File: src/rtl/iew_pkg.sv
// ----------------------------------------------------------------------------
// iew_pkg: integer to English words, shared types and codes
// Word codes for the output channel and the BCD working widths.
// ----------------------------------------------------------------------------
`default_nettype none

package iew_pkg;

  typedef logic [5:0] word_t;
  typedef logic [3:0] digit_t;

  localparam word_t W_ZERO      = 6'd0;
  localparam word_t W_TEN       = 6'd10;
  localparam word_t W_TENS_BASE = 6'd18;
  localparam word_t W_HUNDRED   = 6'd28;
  localparam word_t W_THOUSAND  = 6'd29;
  localparam word_t W_MILLION   = 6'd30;
  localparam word_t W_BILLION   = 6'd31;
  localparam word_t W_NEGATIVE  = 6'd32;

  localparam int VALUE_W  = 32;
  localparam int DIGITS   = 12;          // four groups of three digits
  localparam int BCD_W    = DIGITS * 4;
  localparam int GROUP_W  = 12;

endpackage

`default_nettype wire

File: src/rtl/integer_to_english_words.sv
// ----------------------------------------------------------------------------
// integer_to_english_words: spell a signed 32-bit integer as word codes
// Double-dabble conversion one bit per cycle, then a group walk that emits
// one word per cycle at most.
// ----------------------------------------------------------------------------
// Usage: pulse start with in_value while busy is low. The magnitude is shifted
// through a 48-bit BCD register one bit per cycle, then the four digit groups
// are walked five steps each. Busy stays high throughout, and a new number
// can be taken only once busy is low again. Words come out on out_word with
// out_strobe high for exactly one cycle each; out_last marks the final word,
// which shows in the first cycle that busy is low again.
// The receiver cannot stall, so it must take every strobed word. Up to 17
// words per number (Negative first for values below zero, Zero alone for 0).
`default_nettype none

module integer_to_english_words (
  input  wire                 clk,
  input  wire                 rst_n,
  input  wire                 start,
  output logic                busy,
  input  wire signed [31:0]   in_value,
  output logic                out_strobe,
  output iew_pkg::word_t      out_word,
  output logic                out_last
);

  import iew_pkg::*;

  localparam logic [1:0] ST_IDLE = 2'd0;
  localparam logic [1:0] ST_CONV = 2'd1;
  localparam logic [1:0] ST_EMIT = 2'd2;

  localparam logic [2:0] SP_HUND_DIGIT = 3'd0;
  localparam logic [2:0] SP_HUND_WORD  = 3'd1;
  localparam logic [2:0] SP_TENS       = 3'd2;
  localparam logic [2:0] SP_UNITS      = 3'd3;
  localparam logic [2:0] SP_SCALE      = 3'd4;

  logic [1:0]         state_r, state_nxt;
  logic [4:0]         bit_cnt_r, bit_cnt_nxt;
  logic [1:0]         grp_r, grp_nxt;
  logic [2:0]         step_r, step_nxt;
  logic [VALUE_W-1:0] mag_r, mag_nxt;
  logic [BCD_W-1:0]   bcd_r, bcd_nxt;
  logic [BCD_W-1:0]   bcd_adj;
  logic               pend_vld_r, pend_vld_nxt;
  word_t              pend_word_r, pend_word_nxt;
  logic               out_strobe_r, out_strobe_nxt;
  word_t              out_word_r, out_word_nxt;
  logic               out_last_r, out_last_nxt;

  digit_t             dig_h, dig_t, dig_u;
  logic               grp_nz;
  logic               emit_vld;
  word_t              emit_word;

  // add-3 on every digit that is 5 or more, ahead of the shift
  always_comb begin
    for (int i = 0; i < DIGITS; i++) begin
      bcd_adj[i*4 +: 4] = (bcd_r[i*4 +: 4] >= 4'd5) ?
                          bcd_r[i*4 +: 4] + 4'd3 : bcd_r[i*4 +: 4];
    end
  end

  // top group of the BCD register is the one being spelled
  assign dig_h  = bcd_r[BCD_W-1 -: 4];
  assign dig_t  = bcd_r[BCD_W-5 -: 4];
  assign dig_u  = bcd_r[BCD_W-9 -: 4];
  assign grp_nz = (dig_h != 4'd0) || (dig_t != 4'd0) || (dig_u != 4'd0);

  always_comb begin
    emit_vld  = 1'b0;
    emit_word = W_ZERO;
    unique case (step_r)
      SP_HUND_DIGIT: begin
        emit_vld  = (dig_h != 4'd0);
        emit_word = {2'b00, dig_h};
      end
      SP_HUND_WORD: begin
        emit_vld  = (dig_h != 4'd0);
        emit_word = W_HUNDRED;
      end
      SP_TENS: begin
        if (dig_t >= 4'd2) begin
          emit_vld  = 1'b1;
          emit_word = W_TENS_BASE + {2'b00, dig_t};
        end else if (dig_t == 4'd1) begin
          emit_vld  = 1'b1;
          emit_word = W_TEN + {2'b00, dig_u};
        end
      end
      SP_UNITS: begin
        emit_vld  = (dig_t != 4'd1) && (dig_u != 4'd0);
        emit_word = {2'b00, dig_u};
      end
      SP_SCALE: begin
        emit_vld  = grp_nz && (grp_r != 2'd3);
        emit_word = W_BILLION - {4'b0000, grp_r};
      end
      default: begin
        emit_vld  = 1'b0;
        emit_word = W_ZERO;
      end
    endcase
  end

  always_comb begin
    state_nxt      = state_r;
    bit_cnt_nxt    = bit_cnt_r;
    grp_nxt        = grp_r;
    step_nxt       = step_r;
    mag_nxt        = mag_r;
    bcd_nxt        = bcd_r;
    pend_vld_nxt   = pend_vld_r;
    pend_word_nxt  = pend_word_r;
    out_strobe_nxt = 1'b0;
    out_word_nxt   = out_word_r;
    out_last_nxt   = 1'b0;
    unique case (state_r)
      ST_IDLE: begin
        if (start) begin
          state_nxt   = ST_CONV;
          bit_cnt_nxt = 5'd31;
          bcd_nxt     = '0;
          grp_nxt     = 2'd0;
          step_nxt    = SP_HUND_DIGIT;
          mag_nxt     = in_value[31] ? (~in_value) + 32'd1 : in_value;
          // the first word is known up front: Negative, Zero, or none yet
          if (in_value[31]) begin
            pend_vld_nxt  = 1'b1;
            pend_word_nxt = W_NEGATIVE;
          end else if (in_value == 32'sd0) begin
            pend_vld_nxt  = 1'b1;
            pend_word_nxt = W_ZERO;
          end else begin
            pend_vld_nxt  = 1'b0;
          end
        end
      end
      ST_CONV: begin
        {bcd_nxt, mag_nxt} = {bcd_adj[BCD_W-2:0], mag_r, 1'b0};
        bit_cnt_nxt        = bit_cnt_r - 5'd1;
        if (bit_cnt_r == 5'd0) begin
          state_nxt = ST_EMIT;
        end
      end
      ST_EMIT: begin
        // words go out one behind, so the final one can carry last
        if (step_r == SP_SCALE && grp_r == 2'd3) begin
          out_strobe_nxt = pend_vld_r;
          out_word_nxt   = pend_word_r;
          out_last_nxt   = 1'b1;
          pend_vld_nxt   = 1'b0;
          state_nxt      = ST_IDLE;
        end else begin
          if (emit_vld) begin
            out_strobe_nxt = pend_vld_r;
            out_word_nxt   = pend_word_r;
            pend_vld_nxt   = 1'b1;
            pend_word_nxt  = emit_word;
          end
          if (step_r == SP_SCALE) begin
            step_nxt = SP_HUND_DIGIT;
            grp_nxt  = grp_r + 2'd1;
            bcd_nxt  = {bcd_r[BCD_W-GROUP_W-1:0], {GROUP_W{1'b0}}};
          end else begin
            step_nxt = step_r + 3'd1;
          end
        end
      end
      default: begin
        state_nxt = ST_IDLE;
      end
    endcase
  end

  always_ff @(posedge clk) begin
    if (!rst_n) begin
      state_r      <= ST_IDLE;
      pend_vld_r   <= 1'b0;
      out_strobe_r <= 1'b0;
      out_last_r   <= 1'b0;
    end else begin
      state_r      <= state_nxt;
      pend_vld_r   <= pend_vld_nxt;
      out_strobe_r <= out_strobe_nxt;
      out_last_r   <= out_last_nxt;
    end
  end

  always_ff @(posedge clk) begin
    bit_cnt_r   <= bit_cnt_nxt;
    grp_r       <= grp_nxt;
    step_r      <= step_nxt;
    mag_r       <= mag_nxt;
    bcd_r       <= bcd_nxt;
    pend_word_r <= pend_word_nxt;
    out_word_r  <= out_word_nxt;
  end

  assign busy       = (state_r != ST_IDLE);
  assign out_strobe = out_strobe_r;
  assign out_word   = out_word_r;
  assign out_last   = out_last_r;

  a_last_with_strobe: assert property (@(posedge clk) disable iff (!rst_n)
    out_last |-> out_strobe)
    else $error("last flag without word strobe");

  a_word_range: assert property (@(posedge clk) disable iff (!rst_n)
    out_strobe |-> (out_word <= W_NEGATIVE))
    else $error("word code out of range");

  a_start_busy: assert property (@(posedge clk) disable iff (!rst_n)
    (start && !busy) |=> busy)
    else $error("accepted number did not raise busy");

  a_last_idle: assert property (@(posedge clk) disable iff (!rst_n)
    (out_strobe && out_last) |-> !busy)
    else $error("final word while still busy");

  a_no_word_idle: assert property (@(posedge clk) disable iff (!rst_n)
    (out_strobe && !out_last) |-> busy)
    else $error("word strobe outside a number");

endmodule

`default_nettype wire
File: config.mk
export PLATFORM = sky130hd
export DESIGN_NAME = integer_to_english_words
export DESIGN_NICKNAME = d
export VERILOG_FILES = /design/src/rtl/iew_pkg.sv /design/src/rtl/integer_to_english_words.sv
export SDC_FILE = /design/constraint.sdc
export NUM_CORES = 1
export LEC_CHECK = 0
export BUFFER_PORTS_ARGS = -buffer_cell sky130_fd_sc_hd__buf_2
export CORE_UTILIZATION = 65
export DETAILED_ROUTE_END_ITERATION = 8
export GPL_ROUTABILITY_DRIVEN = 0
export GPL_TIMING_DRIVEN = 0
export PLACE_DENSITY = 0.83
export SLEW_MARGIN = 10
export SYNTH_ARGS = -nofsm -noshare
export SYNTH_HDL_FRONTEND = slang
export SYNTH_SLANG_ARGS = --single-unit
File: constraint.sdc
create_clock -name clk -period 13.6 [get_ports clk]
set_clock_uncertainty 0.2 [all_clocks]
set_input_delay 0.68 -clock clk [delete_from_list [all_inputs] [get_ports clk]]
set_output_delay 0.68 -clock clk [all_outputs]
set_load 0.1 [all_outputs]
==> results.txt <==
Routed WL: 14200 um
CORE AREA: 9770 sq um
Fmax: 285 MHz
Clk_lat worst skew: 370 ps
Layout Cells excl Fill: 839
CP startpoint kind: input port
Critical Setup Path Class: input port to flop
Cell-internal power: 0.000913 W
Initial Utilization: 67.3%
Detail Route Antenna Nets: 0
Buffers on Ports: 42
Sw Share: 42.9%
Area Overhead vs Synth: 9.43%
Mapped Area: 6580 sq um
Worst-margin pin slew: 1090 ps
Via density: 6.19
Number of nets in the layout: 779
FF/Latch Area: 3160 sq um
RSZ-0062 raised after global routing: false
PostCTS Resize Cnt: 0
Vias: 5191
Flop pwr share: 43.0%
Max_cap viols: 0
CP required: 13400 ps
Post-Syn Area per Cell: 10.2 sq um
Initial DRT Pass Iterations: 5
FF+latch count, synth: 107
Slew HR: 27.4%
Antenna violations before repair: 0
Core Rows: 36
TritonCTS Sinks: 107
First-pass GRT wire length: 23100 um
Post-CTS Repair Setup Buffers: 0
Fill cells: 681
Final min period: 3500 ps
Pins Over Slew Limit: 0
Crit path DAT: 3310 ps
Post-synth top area cell: edfxtp_1
Post-DP HPWL: 10100 um
CTS Buf Count: 9
CP endpoint kind: flop
Netlist cell types: 48
Post-CTS Hold Buffers: 0
Sum Neg Setup Slack: 0 ps
Max IR drop VDD: 0.117 mV
Total Routing Usage GR: 28.5%
Worst hold margin: 235 ps
DIE AREA: 10500 sq um
TritonCTS clock tree: built
DR iter-0 viols: 355
Top cells by area, synth: edfxtp_1, ha_1, o21ai_0, nand2_1, a21oi_1
Worst-path clk slew: 110 ps
Clk buf depth: 2
PD cells: 222 nW/um^2
Die Wd: 103 um
Vias in the first global route: 4971
Post-DP Area: 7020 sq um
Worst min path class: flop to flop
Grt ovf: 0
ANT cells: 0
Root Driver: clkbuf_8
Hold Vio Cnt, Final: 0
Cells after synthesis: 646
Multi-input logic area: 3150 sq um
Drt wl/cell: 16.9 um
DR DRC count: 0
Worst-path fanout max: 6
Setup-failing EPs final: 0
Share of cells above drive strength 1: 12.2%
Post-synth top area share: 46.6%
IO Count: 44
Sw Pwr: 0.000687 W
Gate power share: 45.2%
Synthesis Warnings: 0
Die H: 103 um
Tcrit/Tclk final: 25.8%
Total leakage power: 2.63 nW
Final core occ: 73.6%
Number of enable-type register cells in the synthesized netlist: 102
Cells after DPL: 823
FFs w/ async S/R, synth: 0%
H-tree depth: 3
Ys flop type: edfxtp_1
Post-Syn Nets: 724
Final Cell Area: 7200 sq um
Seq/Total Area, Yosys: 48.1%
Clk pwr share: 11.7%
Pin count of the biggest net entering global routing: 38
Status: finished clean
## Yosys cell counts (2+ instances only)
| master | number |
|---|---|
| nand2b_1 | 14 |
| nand3_1 | 3 |
| mux2i_1 | 5 |
| o21ai_0 | 70 |
| and2_1 | 5 |
| clkbuf_8 | 4 |
| nor3_1 | 7 |
| o211ai_1 | 2 |
| nor3b_1 | 13 |
| xor2_1 | 26 |
| o221ai_1 | 2 |
| and3_1 | 3 |
| a211oi_1 | 2 |
| nor4_1 | 5 |
| mux2_2 | 12 |
| inv_1 | 37 |
| nor2_1 | 35 |
| a221oi_1 | 2 |
| edfxtp_1 | 102 |
| or4_4 | 2 |
| nor2b_1 | 6 |
| o31ai_1 | 21 |
| o41ai_1 | 6 |
| clkbuf_1 | 22 |
| or4_1 | 6 |
| or3b_2 | 2 |
| dfxtp_1 | 5 |
| ha_1 | 43 |
| a21oi_1 | 49 |
| nand2_1 | 86 |
| or3_1 | 2 |
| a31oi_1 | 5 |
| o41ai_2 | 2 |
| xnor2_1 | 26 |
## layer usage
| metal | vias up | wire, um | track usage, % |
|---|---|---|---|
| met5 | - | 0 | 0 |
| met4 | 0 | 218 | 9.67 |
| met3 | 24 | 863 | 3.19 |
| met2 | 216 | 7400 | 51.4 |
| met1 | 2507 | 5710 | 35.6 |
| li1 | 2444 | - | - |
## sequential cells by signal (all words and copies together) (netlist names)
register and flops:
pend_vld_r 1, step_r 3, grp_r 2, out_word 6
pend_word_r 6, mag_r 32, bit_cnt_r 5, bcd_r 48
out_last 1, state_r 2, out_strobe 1
## power groups by stage
| stage | Sequential [W] | Combinational [W] | Clock (W) |
|---|---|---|---|
| 2_1_floorplan | 0.000681 | 0.000507 | 0 |
| 3_3_place_gp | 0.000696 | 0.000638 | 0 |
| 3_5_place_dp | 0.000691 | 0.000711 | 0 |
| 4_1_cts | 0.000685 | 0.000720 | 0.000188 |
| 5_1_grt | 0.000705 | 0.000803 | 0.000198 |
| 6_report | 0.000689 | 0.000723 | 0.000188 |
## cell type report
cell class / count / share of cell area [%]
clock inverters: 6 / 0.695
well taps: 133 / 2.31
plain buffers: 26 / 1.91
multi-input cells: 476 / 43.8
flip-flops and latches: 107 / 43.9
clock buffers: 10 / 1.77
repair buffers: 44 / 3.69
inverters: 37 / 1.93
## per-stage QoR
step,total power [W],worst slack [ps]
after floorplan,0.00119,9270
final,0.00160,10100
after detailed placement,0.00140,9710
after global routing,0.00171,9960
after CTS,0.00159,10100
after global placement,0.00133,8090
## kinds of logic after synthesis
| family | Yosys count | synth area share [%] |
|---|---|---|
| fa+ha+maj | 43 | 8.18 |
| simple gates | 195 | 14.5 |
| buf+inv | 63 | 4.20 |
| flops | 107 | 48.1 |
| mux | 17 | 2.82 |
| xor+xnor | 52 | 6.92 |
| compound gates | 169 | 15.3 |
## cell usage in the layout, fill, tap and decap left out, drive strengths merged, types with 3 or more instances in the layout
master / netlist / routed
a21oi: 49 / 49
a31oi: 5 / 5
and2: 5 / 5
and3: 3 / 3
buf: 0 / 44
clkbuf: 26 / 36
clkinv: 0 / 3
dfxtp: 5 / 5
edfxtp: 102 / 102
ha: 43 / 43
inv: 37 / 39
mux2: 12 / 12
mux2i: 5 / 5
nand2: 86 / 86
nand2b: 14 / 14
nand3: 3 / 3
nor2: 35 / 35
nor2b: 6 / 6
nor3: 7 / 7
nor3b: 13 / 13
nor4: 5 / 5
o21ai: 70 / 70
o31ai: 21 / 21
o41ai: 8 / 8
or3: 3 / 3
or3b: 3 / 3
or4: 8 / 8
xnor2: 26 / 26
xor2: 26 / 26
## critical path: stages
cell and delay (ps):
buf_2 120, inv_1 80, ha_1 160, or3b_1 400
or4_1 600, nor2_1 210, a21oi_1 100, a221oi_1 950
## path summary, 6_finish.rpt
check | start | end | slack [ps] | cells after the start
setup / recovery | in_value[0] | pend_word_r[0] | 10100 | 8
hold / removal | pend_word_r[5] | out_word[5] | 230 | 0
setup reg to reg | step_r[0] | pend_word_r[0] | 10240 | 8
hold reg to reg | pend_word_r[5] | out_word[5] | 230 | 0
(Power assumes the default switching activity.)
